## src/design/cla_pkg.sv

```systemverilog
// shared widths, register indexes and placement state for the log space check
package cla_pkg;

  localparam int OFF_W   = 24;
  localparam int NAME_W  = 8;
  localparam int DATA_W  = 24;
  localparam int PART_W  = 25;
  localparam int SHIFT_W = 5;
  localparam int CFG_W   = 25;
  localparam int RND_W   = 26;
  localparam int POS_W   = 28;

  typedef logic [0:0] reg_idx_t;

  localparam reg_idx_t REG_PARTITION_BYTES = 1'b0;
  localparam reg_idx_t REG_SECTOR_SHIFT    = 1'b1;

  localparam logic [PART_W-1:0]  PARTITION_RESET = 25'd16777216;
  localparam logic [SHIFT_W-1:0] SHIFT_RESET     = 5'd12;

  typedef struct packed {
    logic             ok;
    logic             wrapped;
    logic [POS_W-1:0] pos;
  } place_t;

endpackage

```

## src/design/cla_req_if.sv

```systemverilog
// request channel carrying one space check query
interface cla_req_if;
  logic        valid;
  logic        ready;
  logic        has_old_record;
  logic [7:0]  old_name_len;
  logic [23:0] old_data_len;
  logic [23:0] start_offset;
  logic [7:0]  new_name_len;
  logic [23:0] new_data_len;
  logic [23:0] head_offset;
  logic [23:0] tail_offset;
  logic [7:0]  largest_name_len;
  logic [23:0] largest_data_len;

  modport source (
    output valid, has_old_record, old_name_len, old_data_len, start_offset,
           new_name_len, new_data_len, head_offset, tail_offset,
           largest_name_len, largest_data_len,
    input  ready
  );

  modport sink (
    input  valid, has_old_record, old_name_len, old_data_len, start_offset,
           new_name_len, new_data_len, head_offset, tail_offset,
           largest_name_len, largest_data_len,
    output ready
  );
endinterface

```

## src/design/cla_rsp_if.sv

```systemverilog
// response channel carrying the no-space flag
interface cla_rsp_if;
  logic valid;
  logic ready;
  logic no_space;

  modport source (output valid, no_space, input ready);
  modport sink (input valid, no_space, output ready);
endinterface

```

## src/design/cla_round.sv

```systemverilog
// three-stage round-up to the alignment by reciprocal multiply and correction
module cla_round #(
  parameter int ALIGN_BYTES = 32
) (
  input  logic                      clk,
  input  logic [2:0]                en,
  input  logic [cla_pkg::RND_W-1:0] x,
  output logic [cla_pkg::RND_W-1:0] rounded
);
  import cla_pkg::*;

  localparam int PROD_W = 2 * RND_W;
  localparam logic [RND_W:0] RECIP =
    (RND_W + 1)'((64'd1 << RND_W) / ALIGN_BYTES);
  localparam logic [RND_W-1:0] ALIGN  = RND_W'(ALIGN_BYTES);
  localparam logic [RND_W-1:0] AMINUS = RND_W'(ALIGN_BYTES - 1);

  logic [RND_W-1:0]  y1;
  logic [RND_W-1:0]  y2;
  logic [RND_W-1:0]  y3;
  logic [PROD_W-1:0] prod2;
  logic [RND_W-1:0]  q2;
  logic [RND_W-1:0]  p3;
  logic [RND_W-1:0]  rem3;

  assign q2 = prod2[PROD_W-1:RND_W];

  always_ff @(posedge clk) begin
    if (en[0]) begin
      y1 <= x + AMINUS;
    end
    if (en[1]) begin
      y2    <= y1;
      prod2 <= PROD_W'(y1) * PROD_W'(RECIP);
    end
    if (en[2]) begin
      y3 <= y2;
      p3 <= q2 * ALIGN;
    end
  end

  // quotient estimate is at most one short
  always_comb begin
    rem3    = y3 - p3;
    rounded = (rem3 >= ALIGN) ? p3 + ALIGN : p3;
  end
endmodule

```

## src/design/cla_place.sv

```systemverilog
// one record placement with a single allowed wrap to offset zero
module cla_place #(
  parameter logic [cla_pkg::POS_W-1:0] MARKER = '0
) (
  input  cla_pkg::place_t           cur,
  input  logic [cla_pkg::POS_W-1:0] raw_pos,
  input  logic [cla_pkg::POS_W-1:0] size,
  input  logic [cla_pkg::POS_W-1:0] part,
  output cla_pkg::place_t           nxt
);
  import cla_pkg::*;

  logic [POS_W-1:0] need_end;

  always_comb begin
    need_end = raw_pos + size + MARKER;
    nxt      = cur;
    if (cur.ok) begin
      if (need_end <= part) begin
        nxt.pos = cur.pos + size;
      end else if (cur.wrapped) begin
        nxt.ok = 1'b0;
      end else begin
        nxt.wrapped = 1'b1;
        nxt.pos     = size;
      end
    end
  end
endmodule

```

## src/design/circular_log_space_check.sv

```systemverilog
// Space check for appending a record to a circular flash log. One query is
// accepted per clock unless the pipeline is stalled; stages stall
// independently, so a bubble lets a new query in while a result waits.
// The pipeline has three rounding stages (an offset add, a reciprocal
// multiply and a multiply back), one stage that corrects and registers the
// rounded sizes, and six stages that place the new, old and twice the largest
// record with the sector and head checks. The user must write partition_bytes
// and sector_shift only while idle; the block itself does not enforce this.
module circular_log_space_check #(
  parameter int ADDR_BITS    = 24,
  parameter int HEADER_BYTES = 8,
  parameter int ALIGN_BYTES  = 32
) (
  input  logic                      clk,
  input  logic                      rst,
  input  logic                      cfg_wr_en,
  input  cla_pkg::reg_idx_t         cfg_index,
  input  logic [cla_pkg::CFG_W-1:0] cfg_data,
  cla_req_if.sink                   req,
  cla_rsp_if.source                 rsp
);
  import cla_pkg::*;

  localparam int NS = 10;
  localparam logic [POS_W-1:0] MARKER =
    POS_W'(((HEADER_BYTES + 1 + ALIGN_BYTES - 1) / ALIGN_BYTES) * ALIGN_BYTES);
  localparam logic [PART_W:0] PART_CAP = (ADDR_BITS >= PART_W) ?
    {1'b1, {PART_W{1'b0}}} : (PART_W + 1)'(64'd1 << ADDR_BITS);
  localparam logic [RND_W-1:0] HDR_TERM = RND_W'(HEADER_BYTES + 1);

  typedef struct packed {
    logic [OFF_W-1:0] wr;
    logic [OFF_W-1:0] head;
    logic             wrapped;
    logic             has_old;
  } side_t;

  logic [PART_W-1:0]  partition_bytes;
  logic [SHIFT_W-1:0] sector_shift;
  logic [PART_W-1:0]  part_eff;
  logic [POS_W-1:0]   part;

  logic [NS-1:0] v;
  logic [NS-1:0] en;

  logic [RND_W-1:0] wr_x;
  logic [RND_W-1:0] new_x;
  logic [RND_W-1:0] old_x;
  logic [RND_W-1:0] big_x;
  logic [RND_W-1:0] wr_r;
  logic [RND_W-1:0] new_r;
  logic [RND_W-1:0] old_r;
  logic [RND_W-1:0] big_r;

  side_t side0;
  side_t side1;
  side_t side2;
  side_t side3;
  logic [RND_W-1:0] w3;
  logic [RND_W-1:0] n3;
  logic [RND_W-1:0] o3;
  logic [RND_W-1:0] b3;

  logic [RND_W-1:0] old_sz;
  logic [RND_W-1:0] big_sz;
  place_t           start4;
  place_t           place4;
  place_t           place5;
  place_t           place6;
  place_t           guard7;
  place_t           place8;
  place_t           guard9;

  place_t           st4;
  place_t           st5;
  place_t           st6;
  place_t           st7;
  place_t           st8;
  logic [POS_W-1:0] old4;
  logic [POS_W-1:0] big4;
  logic [POS_W-1:0] big5;
  logic [POS_W-1:0] big6;
  logic [POS_W-1:0] big7;
  logic [OFF_W-1:0] head4;
  logic [OFF_W-1:0] head5;
  logic [OFF_W-1:0] head6;
  logic [OFF_W-1:0] head7;
  logic [OFF_W-1:0] head8;
  logic             no_space;

  function automatic place_t head_guard(place_t s, logic [OFF_W-1:0] head,
                                        logic [SHIFT_W-1:0] sh);
    place_t           r;
    logic [POS_W-1:0] h;
    r = s;
    h = POS_W'(head);
    if (s.ok && s.wrapped) begin
      if ((((s.pos ^ h) >> sh) == '0) || (s.pos >= h)) begin
        r.ok = 1'b0;
      end
    end
    return r;
  endfunction

  always_ff @(posedge clk) begin
    if (rst) begin
      partition_bytes <= PARTITION_RESET;
      sector_shift    <= SHIFT_RESET;
    end else if (cfg_wr_en) begin
      case (cfg_index)
        REG_PARTITION_BYTES: partition_bytes <= cfg_data[PART_W-1:0];
        REG_SECTOR_SHIFT:    sector_shift    <= cfg_data[SHIFT_W-1:0];
        default: ;
      endcase
    end
  end

  always_comb begin
    part_eff = ({1'b0, partition_bytes} > PART_CAP) ?
               PART_CAP[PART_W-1:0] : partition_bytes;
    part     = POS_W'(part_eff);
  end

  // stall chain
  always_comb begin
    en[NS-1] = !v[NS-1] || rsp.ready;
    for (int s = NS - 2; s >= 0; s--) begin
      en[s] = !v[s] || en[s+1];
    end
  end

  assign req.ready    = en[0];
  assign rsp.valid    = v[NS-1];
  assign rsp.no_space = no_space;

  always_ff @(posedge clk) begin
    if (rst) begin
      v <= '0;
    end else begin
      if (en[0]) begin
        v[0] <= req.valid;
      end
      for (int s = 1; s < NS; s++) begin
        if (en[s]) begin
          v[s] <= v[s-1];
        end
      end
    end
  end

  always_comb begin
    wr_x  = RND_W'(req.start_offset);
    new_x = HDR_TERM + RND_W'(req.new_name_len) + RND_W'(req.new_data_len);
    old_x = HDR_TERM + RND_W'(req.old_name_len) + RND_W'(req.old_data_len);
    big_x = HDR_TERM + RND_W'(req.largest_name_len) +
            RND_W'(req.largest_data_len);
  end

  cla_round #(.ALIGN_BYTES(ALIGN_BYTES)) u_round_wr (
    .clk(clk), .en(en[2:0]), .x(wr_x), .rounded(wr_r)
  );
  cla_round #(.ALIGN_BYTES(ALIGN_BYTES)) u_round_new (
    .clk(clk), .en(en[2:0]), .x(new_x), .rounded(new_r)
  );
  cla_round #(.ALIGN_BYTES(ALIGN_BYTES)) u_round_old (
    .clk(clk), .en(en[2:0]), .x(old_x), .rounded(old_r)
  );
  cla_round #(.ALIGN_BYTES(ALIGN_BYTES)) u_round_big (
    .clk(clk), .en(en[2:0]), .x(big_x), .rounded(big_r)
  );

  always_comb begin
    old_sz = side3.has_old ? o3 : '0;
    big_sz = b3;
    if (n3 > big_sz) begin
      big_sz = n3;
    end
    if (old_sz > big_sz) begin
      big_sz = old_sz;
    end
    start4.ok      = 1'b1;
    start4.wrapped = side3.wrapped;
    start4.pos     = POS_W'(w3);
  end

  cla_place #(.MARKER(MARKER)) u_place_new (
    .cur(start4), .raw_pos(POS_W'(side3.wr)), .size(POS_W'(n3)),
    .part(part), .nxt(place4)
  );
  cla_place #(.MARKER(MARKER)) u_place_old (
    .cur(st4), .raw_pos(st4.pos), .size(old4), .part(part), .nxt(place5)
  );
  cla_place #(.MARKER(MARKER)) u_place_big0 (
    .cur(st5), .raw_pos(st5.pos), .size(big5), .part(part), .nxt(place6)
  );
  cla_place #(.MARKER(MARKER)) u_place_big1 (
    .cur(st7), .raw_pos(st7.pos), .size(big7), .part(part), .nxt(place8)
  );

  always_comb begin
    guard7 = head_guard(st6, head6, sector_shift);
    guard9 = head_guard(st8, head8, sector_shift);
  end

  always_ff @(posedge clk) begin
    if (en[0]) begin
      side0.wr      <= req.start_offset;
      side0.head    <= req.head_offset;
      side0.wrapped <= req.head_offset >= req.tail_offset;
      side0.has_old <= req.has_old_record;
    end
    if (en[1]) begin
      side1 <= side0;
    end
    if (en[2]) begin
      side2 <= side1;
    end
    if (en[3]) begin
      side3 <= side2;
      w3    <= wr_r;
      n3    <= new_r;
      o3    <= old_r;
      b3    <= big_r;
    end
    if (en[4]) begin
      st4   <= place4;
      old4  <= POS_W'(old_sz);
      big4  <= POS_W'(big_sz);
      head4 <= side3.head;
    end
    if (en[5]) begin
      st5   <= place5;
      big5  <= big4;
      head5 <= head4;
    end
    if (en[6]) begin
      st6   <= place6;
      big6  <= big5;
      head6 <= head5;
    end
    if (en[7]) begin
      st7   <= guard7;
      big7  <= big6;
      head7 <= head6;
    end
    if (en[8]) begin
      st8   <= place8;
      head8 <= head7;
    end
    if (en[9]) begin
      no_space <= !guard9.ok;
    end
  end

  a_full_stall_blocks: assert property (@(posedge clk) disable iff (rst)
    (&v) && !rsp.ready |-> !req.ready)
    else $error("input taken while every stage holds a stalled beat");

  a_accept_enters: assert property (@(posedge clk) disable iff (rst)
    req.valid && req.ready |=> v[0])
    else $error("accepted beat missing from first stage");

  a_fail_sticks: assert property (@(posedge clk) disable iff (rst)
    v[4] && en[5] && !st4.ok |=> !st5.ok)
    else $error("failed placement recovered in later stage");

  a_reset_empty: assert property (@(posedge clk)
    rst |=> !rsp.valid)
    else $error("response valid right after reset");
endmodule

```

## src/flat_wrapper.sv

```systemverilog
// flat-port wrapper written by rule: the top's interface ports become plain ports
module circular_log_space_check_flat import cla_pkg::*;
#(
  parameter int ADDR_BITS    = 24,
  parameter int HEADER_BYTES = 8,
  parameter int ALIGN_BYTES  = 32
)
  (clk, rst, cfg_wr_en, cfg_index, cfg_data, req_valid, req_has_old_record, req_old_name_len, req_old_data_len, req_start_offset, req_new_name_len, req_new_data_len, req_head_offset, req_tail_offset, req_largest_name_len, req_largest_data_len, req_ready, rsp_valid, rsp_no_space, rsp_ready);
  cla_req_if req_i ();
  cla_rsp_if rsp_i ();
  input  logic clk;
  input  logic rst;
  input  logic cfg_wr_en;
  input  cla_pkg::reg_idx_t cfg_index;
  input  logic [cla_pkg::CFG_W-1:0] cfg_data;
  input wire logic [$bits(req_i.valid)-1:0] req_valid;
  input wire logic [$bits(req_i.has_old_record)-1:0] req_has_old_record;
  input wire logic [$bits(req_i.old_name_len)-1:0] req_old_name_len;
  input wire logic [$bits(req_i.old_data_len)-1:0] req_old_data_len;
  input wire logic [$bits(req_i.start_offset)-1:0] req_start_offset;
  input wire logic [$bits(req_i.new_name_len)-1:0] req_new_name_len;
  input wire logic [$bits(req_i.new_data_len)-1:0] req_new_data_len;
  input wire logic [$bits(req_i.head_offset)-1:0] req_head_offset;
  input wire logic [$bits(req_i.tail_offset)-1:0] req_tail_offset;
  input wire logic [$bits(req_i.largest_name_len)-1:0] req_largest_name_len;
  input wire logic [$bits(req_i.largest_data_len)-1:0] req_largest_data_len;
  output wire logic [$bits(req_i.ready)-1:0] req_ready;
  output wire logic [$bits(rsp_i.valid)-1:0] rsp_valid;
  output wire logic [$bits(rsp_i.no_space)-1:0] rsp_no_space;
  input wire logic [$bits(rsp_i.ready)-1:0] rsp_ready;
  assign req_i.valid = req_valid;
  assign req_i.has_old_record = req_has_old_record;
  assign req_i.old_name_len = req_old_name_len;
  assign req_i.old_data_len = req_old_data_len;
  assign req_i.start_offset = req_start_offset;
  assign req_i.new_name_len = req_new_name_len;
  assign req_i.new_data_len = req_new_data_len;
  assign req_i.head_offset = req_head_offset;
  assign req_i.tail_offset = req_tail_offset;
  assign req_i.largest_name_len = req_largest_name_len;
  assign req_i.largest_data_len = req_largest_data_len;
  assign req_ready = req_i.ready;
  assign rsp_valid = rsp_i.valid;
  assign rsp_no_space = rsp_i.no_space;
  assign rsp_i.ready = rsp_ready;
  circular_log_space_check #(.ADDR_BITS(ADDR_BITS), .HEADER_BYTES(HEADER_BYTES), .ALIGN_BYTES(ALIGN_BYTES)) u_core (.clk(clk), .rst(rst), .cfg_wr_en(cfg_wr_en), .cfg_index(cfg_index), .cfg_data(cfg_data), .req(req_i), .rsp(rsp_i));
endmodule
```

## config.mk

```make
export PLATFORM = sky130hd
export DESIGN_NAME = circular_log_space_check_flat
export DESIGN_NICKNAME = d
export VERILOG_FILES = /design/src/design/cla_pkg.sv /design/src/design/cla_req_if.sv /design/src/design/cla_rsp_if.sv /design/src/design/cla_round.sv /design/src/design/cla_place.sv /design/src/design/circular_log_space_check.sv /design/src/flat_wrapper.sv
export SDC_FILE = /design/constraint.sdc
export NUM_CORES = 2
export LEC_CHECK = 0
export BUFFER_PORTS_ARGS = -buffer_cell sky130_fd_sc_hd__buf_2
export CAP_MARGIN = 20
export CORE_MARGIN = 2
export CORE_UTILIZATION = 45
export CTS_BUF_LIST = sky130_fd_sc_hd__clkbuf_16
export DETAILED_ROUTE_END_ITERATION = 8
export MAX_ROUTING_LAYER = met4
export PLACE_DENSITY = 0.61
export SYNTH_ARGS = -nofsm -noshare
export SYNTH_HDL_FRONTEND = slang
export SYNTH_SLANG_ARGS = --single-unit
```

## constraint.sdc

```tcl
create_clock -name clk -period 13 [get_ports clk]
set_input_delay 0 -clock clk [delete_from_list [all_inputs] [get_ports clk]]
set_output_delay 0 -clock clk [all_outputs]
set_load 0.05 [all_outputs]
```

[Word-level counts from Yosys, hierarchy flattened]
Cells that the tools add are included.
Word-level totals
  flip-flop bits (word level): 1141
  input bits: 200
  word-level logic and storage cells: 184
Cells by class
  add/subtract/negate cells: 27
  order comparisons: 14
  shift operators: 2
  mux-type cells: 31
  bitwise gates (word level): 3
  reduce and logical (&&, ||, !) cells: 29
Operator list (number)
  $mux 26: 8
  $mux 28: 6
  $add 28x6->28 const B: 4
  $le 28x25->1: 4
  $add 26x6->26 const B: 4
  $ge 26x6->1 const B: 4
  $sub 26x26->26: 4
  $mux 29: 3
  $add 28x26->28: 3
  $add 26x24->26: 3
  $add 26x5->26 const B: 3
  $ge 28x24->1: 2
  $logic_not 28->1: 2
  $shr 28x5->28: 2
  $xor 28x24->28: 2
  $gt 26x26->1: 2
  $add 24x26->27: 1
  $add 26x26->27: 1
  $add 4x8->9 const A: 3
  $mux 27: 1
  $add 24x5->25 const B: 1
  $gt 25x25->1 const B: 1
  $mux 25: 1
  $ge 24x24->1: 1
  7 further kinds: 40

[Longest topological paths before layout]
  depth in word-level cells: 11
  gate-level depth with buffers: 28

[Modules after synthesis]
Synthesis repeated with hierarchy kept, for this count alone.
Unflattened totals
  cell total of the unflattened synthesis: 4863
  area total of the unflattened synthesis: 57041.0 um^2
Modules (own cells, without submodules)
  circular_log_space_check: instances 1, cells an instance 1884, area each 29726.0 um^2, sequential area each 21971.1 um^2
  cla_place at u_core.u_place_big1 ...: instances 3, cells an instance 612, area each 4379.2 um^2, sequential area each 0.0 um^2
  cla_round: instances 4, cells an instance 135, area each 2448.6 um^2, sequential area each 1891.8 um^2
  cla_place at u_core.u_place_big0: instances 1, cells an instance 603, area each 4383.0 um^2, sequential area each 0.0 um^2

[Least setup slack after synthesis]
No wires, ideal clock.
  path type: register to register
  start: register u_core.v[9]
  end: register u_core.side0[0] in the netlist's numbering, enable pin
  arrival: 8.520 ns
  required time: 11.102 ns
  slack: 2.582 ns
  stages on the path, launching flop included: 7
  buffers on the path: 0
  path through: dfxtp_1 -> nor2b_1 -> and2_1 -> and3_1 -> nand3_1 -> nor2_1 -> nand4_1
Between the ends
  longest elaborated chain between the ends: 11
Ends and longest elaborated chain
  start: declaration: RTL line circular_log_space_check.sv:43  | logic [NS-1:0] v;
  start signal: indexed assignment: RTL line circular_log_space_check.sv:145  | v[s] <= v[s-1];
  $logic_not 1->1: RTL line circular_log_space_check.sv:126  | en[NS-1] = !v[NS-1] || rsp.ready;
  $logic_or 1x1->1: RTL line circular_log_space_check.sv:126
  $logic_or 1x1->1 (5 in a row): RTL line circular_log_space_check.sv:128  | en[s] = !v[s] || en[s+1];
  via u_core.en[4]: RTL line circular_log_space_check.sv:44  | logic [NS-1:0] en;
  $logic_or 1x1->1 (4 in a row): RTL line circular_log_space_check.sv:128
  via req_ready: RTL line flat_wrapper.sv:27  | output wire logic [$bits(req_i.ready)-1:0] req_ready;
  end: declaration: RTL line circular_log_space_check.sv:55  | side_t side0;
The timed path passes the listed nets, and every way through them passes these cells.
A chain may end at the register's enable or synchronous reset.

==> metrics.csv <==
stage,metric,value,unit
synthesis,syn_area,44400,um2
worst_setup_path,rr_worst_depth,23,
synthesis,ys_seq_area_share,60.2,%
clock_tree,cts_tree,built,
detailed_routing,routed_wl,100000,um
synthesis,synth-main-ff-cell,edfxtp_1,
clock_tree,postCtsSetupRepairBufs,0,
floorplan,fp.dieW,318,um
floorplan,initial_utilization,45.3,%
placed_design,dp_hpwl,73600,um
floorplan,core_area,98100,um2
clock_tree,cts_sinks,905,
timing,fin_hold_ws,0.0457,ns
floorplan,die_area,101000,um2
timing,period_share,51.0,%
clock_tree,cts_max_level,3,
detailed_routing,wire_per_inst,18.8,um
finish,fin_cells,5328,
worst_setup_path,crit_required,13.41,ns
pwr,total_power,10.4,mW
min_path,hold_path.class,input pin to flop,
finish,antenna_cells,0,
timing,rsz0062_at_grt,no,
synthesis,async_flop_share,0,%
timing,finClkSkew,0.0288,ns
finish,nets,4509,
finish,multi_input_area,16600,um2
timing,worst_slack,6.37,ns
finish,final_cell_mix,"865 x edfxtp_1, 343 x ha_1, 317 x nand2_1",
clock_tree,ctsResizeCount,0,
worst_setup_path,critPathArrivalTime,7.04,ns
timing,period_minus_slack,6.63,ns
synthesis,synth_enable_flop_cells,865,
worst_setup_path,r2r_end,u_core.st5[5],
detailed_routing,drcViolationCount,0,
floorplan,die_height,318,um
finish,mostFrequentLayoutCell,edfxtp_1,
grt,grt_max_degree,133,
timing,totalNegativeSetupSlack,0,ns
finish,fill_cells,8280,
detailed_routing,dr.first_iter.drc_count,2045,
grt,grt_pass1_wl,157000,um
synthesis,ys_ff_latch,905,
placed_design,port_buffers,202,
detailed_routing,first_pass_iters,5,
grt,grt_pass1_vias,28417,
worst_setup_path,crit_start,u_core.st4[5],
clock_tree,clockRootBuffer,clkbuf_16,
worst_setup_path,cp_max_fo,34,
placed_design,gp_congestion,0.932,
pwr,irDropWorstVdd,0.116,mV
worst_setup_path,crit_path_end_kind,flop,
timing,setup-violations-final,0,
run_status,status,"finished, final reports clean",
floorplan,rows,115,
clock_tree,path_clk_slew,0.07,ns
min_path,hold_start,req_largest_data_len[4],
worst_setup_path,crit_path_end,u_core.st5[5],
timing,max_slew.worst_pin.slew,1.02,ns
pwr,power_density,198,nW/um2
worst_setup_path,startpoint_type,flop,
finish,regArea,26800,um2
placed_design,dp_slack,6.41,ns
worst_setup_path,r2r_start,u_core.st4[5],
finish,area_delta_synth_final,18.0,%
timing,hold_viol_final,0,
detailed_routing,vias_per_cell,5.31,
pwr,leakage,21.6,nW
clock_tree,clk_latency,0.68,ns
synthesis,syn_avg_cell_area,12.8,um2
worst_setup_path,r2r_slack,6.37,ns
run,drv_cap,0,
finish,drive_gt1_share,10.4,%
synthesis,yosysUniqueCellTypes,85,
clock_tree,ctsLongestPathBuffers,3,
grt,overflow,0,
timing,relSlewSlack,32.2,%
worst_setup_path,path_class,flop to flop,
timing,max_freq,0.151,GHz
synthesis,netlist_instances,3465,
timing,slew_viol_final,0,
floorplan,boundaryPins,203,
detailed_routing,ant_nets,0,
placed_design,dp_cells,4916,
synthesis,yosysWarnings,0,
clock_tree,postCtsHoldBufs,236,
clock_tree,tritoncts.num_buffers,94,
grt,grt_antenna_before_repair,0,
grt,grt.total_usage,20.4,%
detailed_routing,vias,28289,
[power by group]
group          leakage [nW]  internal, mW  switching, mW
logic                  10.5          1.61           2.12
clock network          1.50          1.45           1.12
registers              9.59          3.75          0.317
total                  21.6          6.81           3.56
[synth_stat cells (8+ instances only)]
cell,count,area share [%]
nand3_1,74,0.83
o21bai_1,19,0.32
buf_1,8,0.068
nor3b_1,19,0.32
nor2b_1,37,0.52
nor2_1,143,1.2
dfxtp_1,40,1.8
mux2i_1,87,2.0
and4_1,14,0.28
mux2_2,13,0.33
nand2b_1,25,0.35
or3_1,14,0.20
nor4_1,21,0.30
a211o_1,31,0.61
clkbuf_1,53,0.45
a21o_1,84,1.4
o21a_1,34,0.57
and3_1,62,0.87
nand4_1,55,0.77
a221o_1,38,0.86
ha_1,343,9.7
o2111ai_1,9,0.18
xnor2_1,157,3.1
nor3_1,47,0.53
or2_2,8,0.11
xor2_1,94,1.9
o31ai_1,12,0.20
edfxtp_1,865,58
nand2_1,320,2.7
o211ai_1,20,0.34
a211oi_1,19,0.32
a21oi_1,207,2.3
inv_1,229,1.9
o21ai_0,105,1.2
and2_1,22,0.31
[through the flow]
step	util (%)	instance area, um2
after floorplan	-	44400
after global placement	48.0	47100
after detailed placement	48.0	47100
after CTS	53.5	52500
after global routing	53.5	52500
final	53.5	52500
[kinds of logic after synthesis]
kind of cell             synth area share [%]
AO/OA/AOI/OAI                            10.1
XOR/XNOR                                 4.95
adder cells (fa/ha/maj)                  9.88
buffers and inverters                    2.58
flip-flops                               60.2
multiplexers                             2.29
other                                 0.00844
AND/OR/NAND/NOR                          9.90
[sequential cells by signal, indices dropped and copies added, names as in the netlist, 25 cells and up]
register / cells
u_core.st5: 25
u_core.side1: 50
u_core.st7: 25
u_core.side0: 50
u_core.partition_bytes: 25
u_core.side2: 50
u_core.side3: 50
[layer usage]
metal	GRT usage (%)	up-vias	wire [um]
met3	2.17	164	3340
met4	7.31	0	3450
met2	35.2	595	50500
li1	-	14023	-
met1	24.8	13507	42900
met5	-	-	0
[worst min path at each step]
stage	to	slack, ns	depth (start not counted)
after detailed placement	u_core.side0[0]	0.18	1
after global routing	u_core.side0[30]	0.04	2
final	u_core.u_round_big.y1[5]	0.05	6
after global placement	u_core.side0[0]	0.18	1
after floorplan	u_core.side0[0]	0.1	0
after CTS	u_core.u_round_big.y1[5]	0.02	6
[final cells by class]
cell class | instances | share of cell area (%)
sequential | 905 | 51.0
tap | 1287 | 3.07
inverter | 232 | 1.66
timing repair buffer | 468 | 6.90
clock inverter | 82 | 1.21
multi-input combinational | 2260 | 31.6
clock buffer | 94 | 4.48
[critical path, cell delays in order (launching register included)]
cell and delay (ns):
edfxtp_1 0.43, ha_1 0.26, fa_1 0.45, a211oi_1 0.33, o21ai_0 0.20, a21o_1 0.22, a21boi_0 0.31, xor2_1 0.20
a2111o_1 0.45, or4b_1 0.65, xnor2_1 0.18, ha_1 0.30, a21oi_1 0.15, nor2b_1 0.05, o21ai_0 0.16, nand2b_1 0.08
a221o_1 0.28, o21ai_0 0.11, nand3_1 0.10, mux2_2 0.30, a211oi_4 0.36, buf_4 0.43, a21oi_1 0.08, a211o_1 0.28
(Power assumes the default switching activity.)
